`src/rtl/gpu_write_epoch_hazard_tracker_core_assert.svh`:
```
// assertion macros shared by the tracker rtl
`ifndef GPU_WRITE_EPOCH_HAZARD_TRACKER_CORE_ASSERT_SVH
`define GPU_WRITE_EPOCH_HAZARD_TRACKER_CORE_ASSERT_SVH

// same-cycle implication, checked outside reset
`define GWEHT_ASSERT_NOW(lbl, clk, rstn, ante, cons) \
  lbl: assert property (@(posedge clk) disable iff (!(rstn)) (ante) |-> (cons)) \
    else $error("gweht assertion failed");

// next-cycle implication, checked outside reset
`define GWEHT_ASSERT_NEXT(lbl, clk, rstn, ante, cons) \
  lbl: assert property (@(posedge clk) disable iff (!(rstn)) (ante) |=> (cons)) \
    else $error("gweht assertion failed");

`endif

```
`src/rtl/gweht_pkg.sv`:
```
package gweht_pkg;

  localparam int FieldW        = 16;
  localparam int StageBitsDef  = 16;

  // command codes
  localparam logic [1:0] CMD_QUERY   = 2'd0;
  localparam logic [1:0] CMD_ACCESS  = 2'd1;
  localparam logic [1:0] CMD_BARRIER = 2'd2;

  // access bit positions
  localparam int AccRd = 0;
  localparam int AccWr = 1;

  localparam logic [1:0] ACC_NONE  = 2'b00;
  localparam logic [1:0] ACC_READ  = 2'b01;
  localparam logic [1:0] ACC_WRITE = 2'b10;

  typedef struct packed {
    logic [1:0]        cmd;
    logic [FieldW-1:0] stage_mask;
    logic [1:0]        access_kind;
    logic [FieldW-1:0] broadened_read_mask;
    logic [FieldW-1:0] barrier_src_stages;
    logic [1:0]        barrier_src_access;
    logic [FieldW-1:0] barrier_dst_stages;
    logic [1:0]        barrier_dst_access;
  } gweht_in_t;

  typedef struct packed {
    logic [FieldW-1:0] need_src_stages;
    logic [1:0]        need_src_access;
    logic [FieldW-1:0] need_dst_stages;
    logic [1:0]        need_dst_access;
    logic [FieldW-1:0] epoch_writer_stages;
    logic [FieldW-1:0] epoch_reader_stages;
    logic [FieldW-1:0] epoch_visible_stages;
    logic [FieldW-1:0] all_read_stages;
    logic [FieldW-1:0] all_write_stages;
    logic [FieldW-1:0] early_read_stages;
    logic [FieldW-1:0] early_write_stages;
  } gweht_out_t;

endpackage

```
`src/rtl/gweht_epoch.sv`:
```
module gweht_epoch
  import gweht_pkg::*;
#(
  parameter int STAGE_BITS = StageBitsDef
) (
  input  logic       clk_i,
  input  logic       rst_ni,
  input  logic       step_en_i,
  input  gweht_in_t  word_i,
  output gweht_out_t result_o
);

  localparam int StageW = (STAGE_BITS < FieldW) ? STAGE_BITS : FieldW;

  logic [StageW-1:0] writer_q, writer_d;
  logic [StageW-1:0] reader_q, reader_d;
  logic [StageW-1:0] visible_q, visible_d;
  logic [StageW-1:0] hist_rd_q, hist_rd_d;
  logic [StageW-1:0] hist_wr_q, hist_wr_d;
  logic [StageW-1:0] early_rd_q, early_rd_d;
  logic [StageW-1:0] early_wr_q, early_wr_d;
  logic              bar_seen_q, bar_seen_d;

  logic [StageW-1:0] stages, broad, bsrc, bdst, missing, src_all;
  logic [StageW-1:0] n_src, n_dst;
  logic [1:0]        n_src_acc, n_dst_acc;

  assign stages  = word_i.stage_mask[StageW-1:0];
  assign broad   = word_i.broadened_read_mask[StageW-1:0];
  assign bsrc    = word_i.barrier_src_stages[StageW-1:0];
  assign bdst    = word_i.barrier_dst_stages[StageW-1:0];
  assign missing = stages & ~visible_q;
  assign src_all = writer_q | reader_q;

  always_comb begin
    writer_d   = writer_q;
    reader_d   = reader_q;
    visible_d  = visible_q;
    hist_rd_d  = hist_rd_q;
    hist_wr_d  = hist_wr_q;
    early_rd_d = early_rd_q;
    early_wr_d = early_wr_q;
    bar_seen_d = bar_seen_q;
    n_src      = '0;
    n_dst      = '0;
    n_src_acc  = ACC_NONE;
    n_dst_acc  = ACC_NONE;
    case (word_i.cmd)
      CMD_QUERY: begin
        if (word_i.access_kind[AccWr]) begin
          if (src_all != '0) begin
            n_src                = src_all;
            n_src_acc[AccWr]     = (writer_q != '0);
            n_src_acc[AccRd]     = (reader_q != '0);
            n_dst                = stages;
            n_dst_acc            = word_i.access_kind;
          end
        end else if (word_i.access_kind[AccRd]) begin
          if (writer_q != '0 && missing != '0) begin
            n_src     = writer_q;
            n_src_acc = ACC_WRITE;
            n_dst     = missing | (broad & ~visible_q);
            n_dst_acc = ACC_READ;
          end
        end
      end
      CMD_ACCESS: begin
        if (word_i.access_kind[AccRd]) hist_rd_d = hist_rd_q | stages;
        if (word_i.access_kind[AccWr]) hist_wr_d = hist_wr_q | stages;
        if (!bar_seen_q) begin
          if (word_i.access_kind[AccRd]) early_rd_d = early_rd_q | stages;
          if (word_i.access_kind[AccWr]) early_wr_d = early_wr_q | stages;
        end
        if (word_i.access_kind[AccWr]) begin
          // a write opens a new epoch
          writer_d  = stages;
          reader_d  = '0;
          visible_d = '0;
        end else begin
          reader_d = reader_q | stages;
        end
      end
      CMD_BARRIER: begin
        if (word_i.barrier_src_access[AccWr] && word_i.barrier_dst_access[AccRd] &&
            writer_q != '0 && (writer_q & ~bsrc) == '0) begin
          visible_d = visible_q | bdst;
        end
        if (bdst != '0) bar_seen_d = 1'b1;
      end
      default: begin
      end
    endcase
  end

  always_ff @(posedge clk_i or negedge rst_ni) begin
    if (!rst_ni) begin
      writer_q   <= '0;
      reader_q   <= '0;
      visible_q  <= '0;
      hist_rd_q  <= '0;
      hist_wr_q  <= '0;
      early_rd_q <= '0;
      early_wr_q <= '0;
      bar_seen_q <= 1'b0;
    end else if (step_en_i) begin
      writer_q   <= writer_d;
      reader_q   <= reader_d;
      visible_q  <= visible_d;
      hist_rd_q  <= hist_rd_d;
      hist_wr_q  <= hist_wr_d;
      early_rd_q <= early_rd_d;
      early_wr_q <= early_wr_d;
      bar_seen_q <= bar_seen_d;
    end
  end

  always_comb begin
    result_o.need_src_stages      = FieldW'(n_src);
    result_o.need_src_access      = n_src_acc;
    result_o.need_dst_stages      = FieldW'(n_dst);
    result_o.need_dst_access      = n_dst_acc;
    result_o.epoch_writer_stages  = FieldW'(writer_d);
    result_o.epoch_reader_stages  = FieldW'(reader_d);
    result_o.epoch_visible_stages = FieldW'(visible_d);
    result_o.all_read_stages      = FieldW'(hist_rd_d);
    result_o.all_write_stages     = FieldW'(hist_wr_d);
    result_o.early_read_stages    = FieldW'(early_rd_d);
    result_o.early_write_stages   = FieldW'(early_wr_d);
  end

`include "gpu_write_epoch_hazard_tracker_core_assert.svh"

  `GWEHT_ASSERT_NEXT(a_write_clears_epoch, clk_i, rst_ni,
    step_en_i && word_i.cmd == CMD_ACCESS && word_i.access_kind[AccWr],
    reader_q == '0 && visible_q == '0)
  `GWEHT_ASSERT_NOW(a_visible_needs_writer, clk_i, rst_ni,
    visible_q != '0, writer_q != '0)
  `GWEHT_ASSERT_NOW(a_early_within_history, clk_i, rst_ni,
    1'b1, (early_rd_q & ~hist_rd_q) == '0 && (early_wr_q & ~hist_wr_q) == '0)

endmodule

```
`src/rtl/gpu_write_epoch_hazard_tracker_core.sv`:
```
// write-epoch hazard tracker for one gpu resource
//
// input channel: in_valid_i / in_stall_o carry one command word per handshake
// (query required barrier, record access, record barrier). output channel:
// out_valid_o / out_stall_i carry one result word for every command word.
//
// a word accepted into the input register is evaluated against the epoch
// state as it moves into the result register, which drives out_word_o.
// throughput: one word per cycle while out_stall_i does not hold the result
// register; the step logic is a handful of mask ops, at most 16 bits wide,
// between the input register and the result register.
// reset clears the epoch, history and early masks and both pipeline stages.
// when the receiver stalls, the result register holds; one more word waits
// in the input register, and only then is in_stall_o raised.
// a cmd value with no meaning changes nothing and returns the held state.
module gpu_write_epoch_hazard_tracker_core
  import gweht_pkg::*;
#(
  parameter int STAGE_BITS = StageBitsDef
) (
  input  logic       clk_i,
  input  logic       rst_ni,
  input  logic       in_valid_i,
  output logic       in_stall_o,
  input  gweht_in_t  in_word_i,
  output logic       out_valid_o,
  input  logic       out_stall_i,
  output gweht_out_t out_word_o
);

  // input register
  gweht_in_t  in_q;
  logic       in_valid_q, in_valid_d;
  // result register
  gweht_out_t res_q;
  logic       res_valid_q, res_valid_d;

  gweht_out_t step_res;
  logic       res_load;   // result register free this cycle
  logic       step_go;    // input word moves into the result register
  logic       in_take;    // new word accepted

  assign res_load   = !res_valid_q || !out_stall_i;
  assign step_go    = in_valid_q && res_load;
  assign in_stall_o = in_valid_q && !res_load;
  assign in_take    = in_valid_i && !in_stall_o;

  // epoch state and the per-word step logic; state advances with step_go
  gweht_epoch #(
    .STAGE_BITS (STAGE_BITS)
  ) u_epoch (
    .clk_i     (clk_i),
    .rst_ni    (rst_ni),
    .step_en_i (step_go),
    .word_i    (in_q),
    .result_o  (step_res)
  );

  always_comb begin
    in_valid_d = in_valid_q;
    if (in_take) begin
      in_valid_d = 1'b1;
    end else if (step_go) begin
      in_valid_d = 1'b0;
    end
    res_valid_d = res_valid_q;
    if (step_go) begin
      res_valid_d = 1'b1;
    end else if (res_load) begin
      res_valid_d = 1'b0;
    end
  end

  always_ff @(posedge clk_i or negedge rst_ni) begin
    if (!rst_ni) begin
      in_valid_q  <= 1'b0;
      res_valid_q <= 1'b0;
    end else begin
      in_valid_q  <= in_valid_d;
      res_valid_q <= res_valid_d;
    end
  end

  // payload registers, no reset
  always_ff @(posedge clk_i) begin
    if (in_take) begin
      in_q <= in_word_i;
    end
    if (step_go) begin
      res_q <= step_res;
    end
  end

  assign out_valid_o = res_valid_q;
  assign out_word_o  = res_q;

`include "gpu_write_epoch_hazard_tracker_core_assert.svh"

  `GWEHT_ASSERT_NOW(a_stall_only_when_full, clk_i, rst_ni,
    in_stall_o, in_valid_q && res_valid_q)
  `GWEHT_ASSERT_NEXT(a_stalled_input_kept, clk_i, rst_ni,
    in_valid_q && !step_go, in_valid_q)
  `GWEHT_ASSERT_NEXT(a_step_fills_result, clk_i, rst_ni,
    step_go, res_valid_q)

endmodule
```
`config.mk`:
```
export PLATFORM = sky130hd
export DESIGN_NAME = gpu_write_epoch_hazard_tracker_core
export DESIGN_NICKNAME = d
export VERILOG_FILES = /design/src/rtl/gweht_pkg.sv /design/src/rtl/gweht_epoch.sv /design/src/rtl/gpu_write_epoch_hazard_tracker_core.sv
export VERILOG_INCLUDE_DIRS = /design/src /design/src/rtl
export SDC_FILE = /design/constraint.sdc
export NUM_CORES = 1
export LEC_CHECK = 0
export BUFFER_PORTS_ARGS = -buffer_cell sky130_fd_sc_hd__buf_2
export CAP_MARGIN = 20
export CORE_AREA = 2 2 211 213
export CTS_CLUSTER_DIAMETER = 80
export CTS_CLUSTER_SIZE = 28
export DETAILED_ROUTE_END_ITERATION = 7
export DIE_AREA = 0 0 213 215
export HOLD_SLACK_MARGIN = 0.12
export SYNTH_ARGS = -nofsm -noshare
export SYNTH_HDL_FRONTEND = slang
export SYNTH_HIERARCHICAL = 1
export SYNTH_SLANG_ARGS = --single-unit
```
`constraint.sdc`:
```
create_clock -name clk_i -period 14.7 [get_ports clk_i]
set_input_delay 4.41 -clock clk_i [delete_from_list [all_inputs] [get_ports clk_i]]
set_output_delay 4.41 -clock clk_i [all_outputs]
set_load 0.005 [all_outputs]
```
== Yosys cells after proc, flatten, opt, wreduce, memory -nomap -nowiden ==
Cells that the tools add are included.

* Flip-flop bits (word level): 334
* Bits in latches: 0
* Bits in writable memories: 0
* Bits in read-only memories: 0
* Input bits: 76
* Output and inout port bits: 150
* Word-level logic and storage cells: 103
* Memories: 0

* Add/subtract/negate cells: 0
* Multipliers: 0
* Div/mod/pow operators: 0
* Order comparisons: 0
* Equal/unequal tests: 2
* Shift-type cells: 0
* Muxes and demuxes: 37
* Bitwise logic cells: 13
* Reduce and logical (&&, ||, !) cells: 22

{| class="wikitable"
|+ Operators with widths
! kind !! count
|-
| 16-bit two-way mux || 24
|-
| 16-bit bitwise OR || 8
|-
| 16-bit nonzero test || 5
|-
| 16-bit bitwise AND || 3
|-
| 16-bit NOT || 2
|-
| 16-bit one-hot mux with 2 select lines || 1
|-
| 16-bit zero test || 1
|-
| 2-bit two-way mux || 7
|-
| 1-bit logical AND || 7
|-
| 1-bit two-way mux || 5
|-
| 1-bit zero test || 4
|-
| 2-bit nonzero test || 2
|-
| 3-bit AND reduction || 1
|-
| 2-bit by 1-bit == test with 1-bit output (second input constant) || 1
|-
| 2-bit == test (second input constant) || 1
|-
| 2-bit zero test || 1
|-
| 1-bit logical OR || 1
|}

== Longest topological paths before layout ==
Gate-level depths: netlist (run 1).

* Depth in word-level cells: 7
* Depth in mapped cells: 8
* Depth with buffers taken out: 7

== Hierarchy ==
Netlist (run 1), hierarchy kept.

{| class="wikitable"
|+ By module, submodules not included
! module !! instances !! cells each !! area each (um^2) !! seq. area each (um^2)
|-
| gpu_write_epoch_hazard_tracker_core || 1 || 228 || 6698.9 || 6656.4
|-
| gweht_epoch || 1 || 659 || 6157.2 || 2827.7
|}

== Worst setup path before layout (run 1) ==
OpenSTA, ideal clock, no wires.

* Path type: input to register
* From: in out_stall_i
* To: reg u_epoch.reader_q[10]
* Library setup time: 132 ps
* Arrival time: 16565 ps
* Required time: 14568 ps
* Path slack: -1997 ps
* Cell stages on the path: 7
* Path buffers: 4
* Path through: a21boi_0 > clkbuf_1 > and3_1 > clkbuf_1 > buf_2 > buf_1 > nor2_1

* Cells in the longest elaborated chain, start to end: 3

{| class="wikitable"
|+ RTL lines
! element !! line !! text
|-
| start, declared || gpu_write_epoch_hazard_tracker_core.sv:27 || <nowiki>input logic out_stall_i,</nowiki>
|-
| 1-bit zero test || gpu_write_epoch_hazard_tracker_core.sv:43 || <nowiki>assign res_load = !res_valid_q || !out_stall_i;</nowiki>
|-
| 1-bit logical OR || gpu_write_epoch_hazard_tracker_core.sv:43 ||
|-
| 1-bit logical AND || gpu_write_epoch_hazard_tracker_core.sv:44 || <nowiki>assign step_go = in_valid_q && res_load;</nowiki>
|-
| end signal, assigned || gweht_epoch.sv:107 || <nowiki>reader_q <= reader_d;</nowiki>
|-
| end, declared || gweht_epoch.sv:16 || <nowiki>logic [StageW-1:0] reader_q, reader_d;</nowiki>
|}

Every way passes these cells.
A chain may end at the register's enable or synchronous reset.

== Final worst setup path (run 1) ==
* From: in out_stall_i
* To: out in_stall_o

* Cells in the longest elaborated chain, start to end: 4

{| class="wikitable"
|+ RTL lines
! element !! line !! text
|-
| 1-bit zero test || gpu_write_epoch_hazard_tracker_core.sv:43 ||
|-
| 1-bit logical OR || gpu_write_epoch_hazard_tracker_core.sv:43 ||
|-
| 1-bit zero test || gpu_write_epoch_hazard_tracker_core.sv:45 || <nowiki>assign in_stall_o = in_valid_q && !res_load;</nowiki>
|-
| 1-bit logical AND || gpu_write_epoch_hazard_tracker_core.sv:45 ||
|-
| end, declared || gpu_write_epoch_hazard_tracker_core.sv:24 || <nowiki>output logic in_stall_o,</nowiki>
|}

Every way passes these cells.

==> metrics.md, run 1 <==
| Metric | Value |
|---|---|
| Met3 wire length | 2195 um |
| Path type of the worst min-delay path | flop to flop |
| WS Path Type | primary input to primary output |
| Area of the multi-input gates | slightly above 0.003 mm2 |
| DRC errors left | 0 |
| 1st-iter DRT viols | between 500 and 600 |
| CP endpoint kind | primary output |
| Final GP Congestion | about 0.8 |
| Initial antenna violation count | 5 |
| M1 WL | between 15000 and 20000 um |
| Gr usage total | 0.1552 |
| Hold Crit Start | u_epoch/hist_wr_q[15]$_DFFE_PN0P_ |
| Fillcell total | between 4000 and 5000 |
| Max_cap viols | 0 |
| Mapped Area | between 0.01 and 0.015 mm2 |
| Vias in the first global route | 8059 |
| Port bufs | 223 |
| Clk_lat worst skew | 0.56 ns |
| Status | complete, no violations |
| Reg-to-reg slack, setup | 11.47 ns |
| Reg2reg end | u_epoch/visible_q[2]$_DFFE_PN0P_ |
| First-pass DRT Iterations | 5 |
| Final-stage net count | between 1000 and 1500 |
| Leak | about 6.3 nW |
| Wirelength per Cell | ~21 um |
| Slowest CP cell | buf_2 |
| First-pass GRT wire length | between 50000 and 60000 um |
| Avg Vias per Cell | about 4.7 |
| Final Core Density | 0.3506 |
| Hold Path Stages | 1 |
| Min Tclk post-route | a little over 9 ns |
| Worst path bufs/invs | 3 |
| Critical path's top delay family | buffers and inverters |
| Hold_buf cts | 0 |
| # IOs | between 200 and 250 |
| Syn_nets | between 900 and 1000 |
| Worst EP required | roughly 10 ns |
| Clk pin slew, worst setup/hold paths | ~0.09 ns |
| Starting Density | 0.2932 |
| Setup violators final | 0 |
| Cell count after synthesis | 885 |
| Crit-path cells | buf_2, nand3_2, inv_1, buf_2 |
| Area Overhead vs Synth | 19.57% |
| Setup TNS | 0 ns |
| Worst Path Arrival | roughly 4.8 ns |
| Worst R2R Start | out_valid_o$_DFFE_PN0P_ |
| Drt total wl | 35750 um |
| CP startpoint kind | primary input |
| Final Skew | around 0.024 ns |
| Worst Hold Path EP | u_epoch/hist_wr_q[15]$_DFFE_PN0P_ |
| Pin count of the biggest net entering global routing | between 70 and 80 |
| DIE WIDTH | 213 um |
| Mean Syn Cell Area | 14.46 um2 |
| CTS Buf Count | 22 |
| Clk sinks | about 330 |
| CP dominant cell by count | buf_2 |
| Worst slew pin tran | slightly above 1 ns |
| Die Area | ~0.046 mm2 |
| RSZ-0062 raised after global routing | no |
| Register Area | ~0.0094 mm2 |
| Clock Tree Buf Depth | 3 |
| Setup Fix Bufs, Post-CTS | 0 |
| Pwr/cell area | approximately 140 mW/mm2 |
| Max Transition Viols Final | 0 |
| Cts repair resizes | 0 |
| DP Wirelength | around 24000 um |
| H-tree depth | 1 |
| FMAX | around 110 MHz |
| Reg2reg path depth | 5 |
| Max incr delay on CP | roughly 0.14 ns |
| WP depth | 4 |
| Core footprint | about 0.044 mm2 |
| # rows | a little under 80 |
| Crit-path max FO | 3 |
| Root Buffer | clkbuf_16 |
| Ys Warns | 6 |
| Via count | 7917 |
| ANT nets after route | 0 |
| Layout cells sized above 1 | 0.2718 |
| Slew headroom | 0.3137 |
| Hold Vio Cnt, Final | 0 |
| Clock tree from TritonCTS | done |
| Overflow after GRT | 0 |
| Peak supply drop | 0.09616 mV |
| Die Y | approximately 220 um |
| Max layer used | met5 |
| Met2 wire len | around 17000 um |
| Fin crit share | 0.6272 |
worst max path at each step:
| stage | start | slack (ns) | end |
|---|---|---|---|
| 6_report | out_stall_i | 5.48 | in_stall_o |
| 5_1_grt | out_stall_i | 5.45 | in_stall_o |
| 4_1_cts | out_stall_i | 5.47 | in_stall_o |
| 3_5_place_dp | out_stall_i | 5.48 | in_stall_o |
| 3_3_place_gp | out_stall_i | 5.49 | in_stall_o |
| 2_1_floorplan | out_stall_i | 1.83 | u_epoch/reader_q[10]$_DFFE_PN0P_ |
registers in the layout (all words and copies together) (netlist names), 16 cells and up:
signal / cells
in_q: 70
out_word_o: 148
u_epoch/early_rd_q: 16
u_epoch/early_wr_q: 16
u_epoch/hist_rd_q: 16
u_epoch/hist_wr_q: 16
u_epoch/reader_q: 16
u_epoch/visible_q: 16
u_epoch/writer_q: 16
cell usage in the layout, fill, tap and decap left out, drive strengths merged, types with 2 or more instances in the layout:
master and instances:
nand4 4, nand2 87, nand2b 46, and2 4, and3 4, nor4 13, clkinv 6, o22ai 4
nor2b 9, o2111ai 2, nor3b 17, edfxtp 218, a21o 55, clkbuf 24, a21oi 51, o41ai 14
and4 3, o21a 21, dfrtp 115, ha 3, a32o 16, a22o 16, inv 27, a2111oi 3
nor2 51, a31o 3, o21ai 17, nand3 2, buf 232, o21bai 23, nor3 2
layout make-up:
cell class,instances,share of cell area
multi-input combinational,477,0.1994
clock buffer,24,0.03786
inverter,18,0.004416
antenna,1,0.0001636
sequential,333,0.6160
tap,592,0.04841
clock inverter,16,0.01497
timing repair buffer,232,0.07884
power by group:
part           internal, W  total, W  switching [W]
Clock             0.000317  0.000693       0.000376
Combinational     0.000107  0.000243       0.000136
Sequential         0.00114   0.00123      0.0000944
Total              0.00156   0.00217       0.000606
routing by layer:
layer / global-route usage / vias to the layer above
met2: 0.2522 / 268
met3: 0.03069 / 44
met4: 0.03963 / 8
met5: 0 / -
met1: 0.2121 / 3959
li1: - / 3638
through the flow:
stage | cells | area [um2] | power [W] | setup slack (ns) | hold slack, ns
after floorplan | 885 | 12800 | 0.001363 | 1.830 | 0.4193
after global placement | 1651 | 14460 | 0.001493 | 5.486 | 0.4289
after detailed placement | 1651 | 14460 | 0.001500 | 5.480 | 0.4353
after CTS | 1691 | 15270 | 0.002199 | 5.475 | 0.4569
after global routing | 1692 | 15300 | 0.002272 | 5.448 | 0.4783
final | 1693 | 15300 | 0.002167 | 5.480 | 0.4527
(Power assumes the default switching activity.)
==> run 2: changes to the inputs <==
Clock period 14.7 ns to 8.65 ns, I/O delays scaled along.
==> run 2 against run 1 <==
Net effect:
- clock power rose by 72%
- critical endpoint unchanged
- largest power group unchanged
- wire length fell by 0.81%
- combinational power rose by 70%
- sequential power rose by 70%
- first-iteration DRC count did not move
- flip-flop and latch count did not move
==> metrics.md, run 2 (synthesis results as in run 1) <==
| Metric | Value |
|---|---|
| Initial antenna violation count | 6 (was 5) |
| Area of the multi-input gates | 0.003050 mm2 (unchanged) |
| Worst EP required | 6.06 ns (was 10.29 ns) |
| DP Wirelength | 24490 um (was 24410 um) |
| Drt total wl | 35460 um (was 35750 um) |
| Met2 wire len | 16450 um (was 17070 um) |
| Non-Filler Instances | 1694 (was 1693) |
| CP startpoint kind | primary input (unchanged) |
| Final GP Congestion | 0.7931 (was 0.8165) |
| Clock tree from TritonCTS | done (unchanged) |
| RSZ-0062 raised after global routing | no (unchanged) |
| Starting Density | 0.2932 (unchanged) |
| Hold Vio Cnt, Final | 0 (unchanged) |
| Cts repair resizes | 0 (unchanged) |
| Pwr/cell area | 241.1 mW/mm2 (was 141.6 mW/mm2) |
| Status | complete, no violations (unchanged) |
| Crit-path cells | buf_2, nand3_2, inv_1, buf_2 (unchanged) |
| Hold_buf cts | 0 (unchanged) |
| Path type of the worst min-delay path | flop to flop (unchanged) |
| Slew headroom | 0.3246 (was 0.3137) |
| Worst Path Arrival | 3.00 ns (was 4.81 ns) |
| Fillcell total | 4251 (was 4262) |
| # rows | 77 (unchanged) |
| Largest register FFs | 148 (unchanged) |
| Layout cells sized above 1 | 0.2743 (was 0.2718) |
| First-pass DRT Iterations | 7 (was 5) |
| Peak supply drop | 0.1923 mV (was 0.09616 mV) |
| Core footprint | 0.04364 mm2 (unchanged) |
| CP endpoint kind | primary output (unchanged) |
| DIE WIDTH | 213 um (unchanged) |
| Clk pin slew, worst setup/hold paths | 0.09 ns (about the same) |
| Max_cap viols | 0 (unchanged) |
| Hold Slack | 0.4518 ns (was 0.4527 ns) |
| M1 WL | 15410 um (was 15720 um) |
| Commonest non-fill, non-tap cells in the layout | buf_2 (222), edfxtp_1 (218), dfrtp_1 (115) (unchanged) |
| Setup TNS | 0 ns (unchanged) |
| Root Buffer | clkbuf_16 (unchanged) |
| WS Path Type | primary input to primary output (unchanged) |
| FMAX | roughly 180 MHz |
| Register Area | 0.009424 mm2 (unchanged) |
| Final Skew | 0.01992 ns (was 0.02397 ns) |
| Leak | 6.333 nW (was 6.322 nW) |
| Overflow after GRT | 0 (unchanged) |
| CP dominant cell by count | buf_2 (unchanged) |
| Min Tclk post-route | 5.595 ns |
| Placed Instances | 1652 (was 1651) |
| Avg Vias per Cell | 4.716 (was 4.676) |
| Clock Tree Buf Depth | 3 (unchanged) |
| ANT nets after route | 0 (unchanged) |
| CTS Buf Count | 22 (unchanged) |
| 1st-iter DRT viols | 550 (unchanged) |
| H-tree depth | 1 (unchanged) |
| Max Transition Viols Final | 0 (unchanged) |
| Slowest CP cell | buf_2 (unchanged) |
| Area Overhead vs Synth | 19.71% (was 19.57%) |
| Worst slew pin tran | 1.009 ns (was 1.026 ns) |
| Die Area | 0.04580 mm2 (unchanged) |
| Gr usage total | 0.1537 (was 0.1552) |
| Setup Fix Bufs, Post-CTS | 0 (unchanged) |
| Max layer used | met5 (unchanged) |
| Wirelength per Cell | 20.93 um (was 21.11 um) |
| DRC errors left | 0 (unchanged) |
| Final-stage net count | 1164 (was 1163) |
| Pin count of the biggest net entering global routing | 71 (unchanged) |
| Die Y | 215 um (unchanged) |
| Met3 wire length | 2521 um (was 2195 um) |
| Max incr delay on CP | 0.14 ns (about the same) |
| Vias in the first global route | 7741 (was 8059) |
| Crit-path max FO | 3 (unchanged) |
| Via count | 7989 (was 7917) |
| Port bufs | 223 (unchanged) |
| Setup violators final | 0 (unchanged) |
| Clk_lat worst skew | 0.56 ns (about the same) |
| Commonest non-fill, non-tap cell in the layout | buf_2 (unchanged) |
| # IOs | 226 (unchanged) |
| Fin crit share | 0.6469 |
| First-pass GRT wire length | 51480 um (was 52520 um) |
| Clk sinks | 333 (unchanged) |
-- run 2: cell count changes in the layout (fill, tap and decap cells not counted), sizes merged --
cell    change
inv         +2
buf         +1
clkinv      -1
clkbuf      -1
-- run 2: final timing paths --
kind	start	to	slack, ns	cells past startpoint
max in group asynchronous	rst_ni	u_epoch/hist_rd_q[4]$_DFFE_PN0P_	5.12	2
worst min-delay path	u_epoch/hist_wr_q[15]$_DFFE_PN0P_	u_epoch/hist_wr_q[15]$_DFFE_PN0P_	0.45	1
min in group asynchronous	rst_ni	u_epoch/early_rd_q[0]$_DFFE_PN0P_	2.07	1
worst max register to register	out_valid_o$_DFFE_PN0P_	u_epoch/reader_q[14]$_DFFE_PN0P_	5.78	5
worst min register to register	u_epoch/hist_wr_q[15]$_DFFE_PN0P_	u_epoch/hist_wr_q[15]$_DFFE_PN0P_	0.45	1
worst max-delay path	out_stall_i	in_stall_o	3.05	4
-- run 2: metal layers --
layer | track usage | vias up
li1 | - | 3654
met1 | 0.2111 | 3964
met2 | 0.2412 | 302
met3 | 0.03288 | 61
met4 | 0.05105 | 8
met5 | 0 | -
-- run 2: area by class of cell --
cell class | instances | area share
clock buffer | 23 | 0.03757
sequential | 333 | 0.6152
multi-input combinational | 477 | 0.1991
clock inverter | 17 | 0.01593
tap | 592 | 0.04835
antenna | 1 | 0.0001634
inverter | 18 | 0.004411
timing repair buffer | 233 | 0.07923
-- run 2: worst max-delay path, delay by kind of cell --
| kind | cells | cell delay (ns) |
|---|---|---|
| simple gates | 1 | 0.10 |
| buf+inv | 3 | 0.30 |
-- run 2: metrics by stage --
| step | setup WS (ns) | utilization | power (W) | area (um2) |
|---|---|---|---|---|
| after floorplan | 0.7457 | - | 0.002308 | 12800 |
| after global placement | 3.065 | 0.3315 | 0.002540 | 14470 |
| after detailed placement | 3.056 | 0.3315 | 0.002550 | 14470 |
| after CTS | 3.052 | 0.3503 | 0.003749 | 15290 |
| after global routing | 3.004 | 0.3509 | 0.003876 | 15320 |
| final | 3.055 | 0.3510 | 0.003693 | 15320 |
-- run 2: where the power goes --
group / internal, W / switching [W]
combinational: 0.000182 / 0.000232
sequential: 0.00193 / 0.000160
clock: 0.000542 / 0.000645
total: 0.00266 / 0.00104
==> run 3: changes to the inputs <==
Clock period 8.65 ns to 5.5 ns, I/O delays scaled along.
==> run 3 against run 2 <==
Net effect:
- worst hold slack improved by 0.0022 ns
- global-route usage is 0.084 points higher
- cell count is 0.30% lower
- core utilization shrank 0.40 points
- clock-buffer cell count shrank 1
- critical endpoint unchanged
- highest routed layer unchanged
==> metrics.md, run 3 (synthesis results as in run 1) <==
| Metric | Value |
|---|---|
| FMAX | approximately 270 MHz |
| Worst R2R Start | in_q[71]$_DFFE_PP_ (was out_valid_o$_DFFE_PN0P_) |
| CP startpoint kind | primary input (unchanged) |
| Gr usage total | 0.1545 (was 0.1537) |
| Cts repair resizes | 0 (unchanged) |
| DRC errors left | 0 (unchanged) |
| Setup violators final | 0 (unchanged) |
| Final-stage net count | 1162 (was 1164) |
| Area Overhead vs Synth | 18.34% (was 19.71%) |
| First-pass GRT wire length | 52020 um (was 51480 um) |
| Min Tclk post-route | between 3 and 4 ns |
| Fin crit share | 0.6732 |
| Via count | 7897 (was 7989) |
| Commonest non-fill, non-tap cell in the layout | buf_2 (unchanged) |
| CP endpoint kind | primary output (unchanged) |
| Max incr delay on CP | 0.13 ns (was 0.14 ns) |
| # rows | 77 (unchanged) |
| CTS Buf Count | 19 (was 22) |
| Crit-path max FO | 3 (unchanged) |
| Met1 GRT Util | 0.2070 (was 0.2111) |
| Layout cells sized above 1 | 0.2682 (was 0.2743) |
| Crit-path cells | buf_2, nand3_2, inv_1, buf_2 (unchanged) |
| Pwr/cell area | 365.9 mW/mm2 (was 241.1 mW/mm2) |
| First-pass DRT Iterations | 5 (was 7) |
| H-tree depth | 1 (unchanged) |
| Clk pin slew, worst setup/hold paths | 0.10 ns (was 0.09 ns) |
| Clock Tree Buf Depth | 3 (unchanged) |
| # IOs | 226 (unchanged) |
| Clk_lat worst skew | 0.55 ns (was 0.56 ns) |
| 1st-iter DRT viols | 545 (was 550) |
| Slew headroom | 0.3332 (was 0.3246) |
| Max_cap viols | 0 (unchanged) |
| Largest register FFs | 148 (unchanged) |
| Pin count of the biggest net entering global routing | 71 (unchanged) |
| Avg Vias per Cell | 4.676 (was 4.716) |
| Drt total wl | 35680 um (was 35460 um) |
| Root Buffer | clkbuf_16 (unchanged) |
| Final Skew | 0.02705 ns (was 0.01992 ns) |
| Final GP Congestion | 0.7884 (was 0.7931) |
| Leak | 6.259 nW (was 6.333 nW) |
| WS Path Type | primary input to primary output (unchanged) |
| RSZ-0062 raised after global routing | no (unchanged) |
| Wirelength per Cell | 21.12 um (was 20.93 um) |
| Die Y | 215 um (unchanged) |
| Hold Crit Start | u_epoch/hist_wr_q[13]$_DFFE_PN0P_ (was u_epoch/hist_wr_q[15]$_DFFE_PN0P_) |
| Peak supply drop | 0.2389 mV (was 0.1923 mV) |
| Max Transition Viols Final | 0 (unchanged) |
| Worst EP required | 3.85 ns (was 6.06 ns) |
| Hold_buf cts | 0 (unchanged) |
| Worst Path Arrival | 2.05 ns (was 3.00 ns) |
| Worst slew pin tran | 0.9965 ns (was 1.009 ns) |
| Placed Instances | 1653 (was 1652) |
| Global route hottest layer | met2 (unchanged) |
| CP dominant cell by count | buf_2 (unchanged) |
| Clock tree from TritonCTS | done (unchanged) |
| Slowest CP cell | buf_2 (unchanged) |
| Routing usage on met3 | 0.03420 (was 0.03288) |
| Overflow after GRT | 0 (unchanged) |
| Starting Density | 0.2932 (unchanged) |
| Path type of the worst min-delay path | flop to flop (unchanged) |
| Initial antenna violation count | 5 (was 6) |
| Setup Fix Bufs, Post-CTS | 0 (unchanged) |
| Clk sinks | 333 (unchanged) |
| Hold Vio Cnt, Final | 0 (unchanged) |
| Port bufs | 223 (unchanged) |
| Reg-to-reg slack, setup | 2.71 ns (was 5.78 ns) |
| Non-Filler Instances | 1689 (was 1694) |
| M2 GR Usage | 0.2543 (was 0.2412) |
| DP Wirelength | 24400 um (was 24490 um) |
| Commonest non-fill, non-tap cells in the layout | buf_2 (222), edfxtp_1 (218), dfrtp_1 (115) (unchanged) |
| Status | complete, no violations (unchanged) |
| ANT nets after route | 0 (unchanged) |
| DIE WIDTH | 213 um (unchanged) |
| Die Area | 0.04580 mm2 (unchanged) |
| Core footprint | 0.04364 mm2 (unchanged) |
| Vias in the first global route | 8011 (was 7741) |
| Total power draw | 0.005541 W (was 0.003693 W) |
| Setup TNS | 0 ns (unchanged) |
| Critical Path Start | out_stall_i (unchanged) |
## run 3: layout make-up
class / count / area, um2
clock inverter: 12 / 137.6
sequential: 333 / 9424
tap: 592 / 740.7
clock buffer: 22 / 486.7
inverter: 18 / 67.56
timing repair buffer: 234 / 1234
fill: 4282 / 28500
antenna: 1 / 2.502
multi-input combinational: 477 / 3050
## run 3: where the power goes
| part | switching (W) | total [W] | internal [W] |
|---|---|---|---|
| clock | 0.000910 | 0.00160 | 0.000688 |
| combinational | 0.000365 | 0.000653 | 0.000288 |
| sequential | 0.000251 | 0.00329 | 0.00304 |
| total | 0.00153 | 0.00554 | 0.00401 |
## run 3: critical path: cells and delay by family
| kind | cells | cell delay [ns] |
|---|---|---|
| buffers and inverters | 3 | 0.29 |
| AND/OR/NAND/NOR | 1 | 0.11 |
## run 3: layer usage
layer  part of all wire  up-vias
met5             0.0019        -
met4              0.019       10
met3              0.065       47
met2               0.48      252
met1               0.44     3957
li1                   -     3631
## run 3: through the flow
step / util / hold slack (ns) / area [um2] / setup WS [ns]
after floorplan: - / 0.4193 / 12810 / 0.03587
after global placement: 0.3320 / 0.4292 / 14490 / 1.805
after detailed placement: 0.3320 / 0.4357 / 14490 / 1.792
after CTS: 0.3463 / 0.4560 / 15110 / 1.790
after global routing: 0.3469 / 0.4803 / 15140 / 1.762
final: 0.3470 / 0.4540 / 15140 / 1.797
## run 3: path summary, 6_finish.rpt
kind | endpoint | cells after the start
worst max-delay path | in_stall_o | 4
worst min-delay path | u_epoch/hist_wr_q[13]$_DFFE_PN0P_ | 1
worst max register to register | u_epoch/early_wr_q[6]$_DFFE_PN0P_ | 7
worst min register to register | u_epoch/hist_wr_q[13]$_DFFE_PN0P_ | 1
max in group asynchronous | u_epoch/hist_wr_q[15]$_DFFE_PN0P_ | 2
min in group asynchronous | u_epoch/early_rd_q[6]$_DFFE_PN0P_ | 1
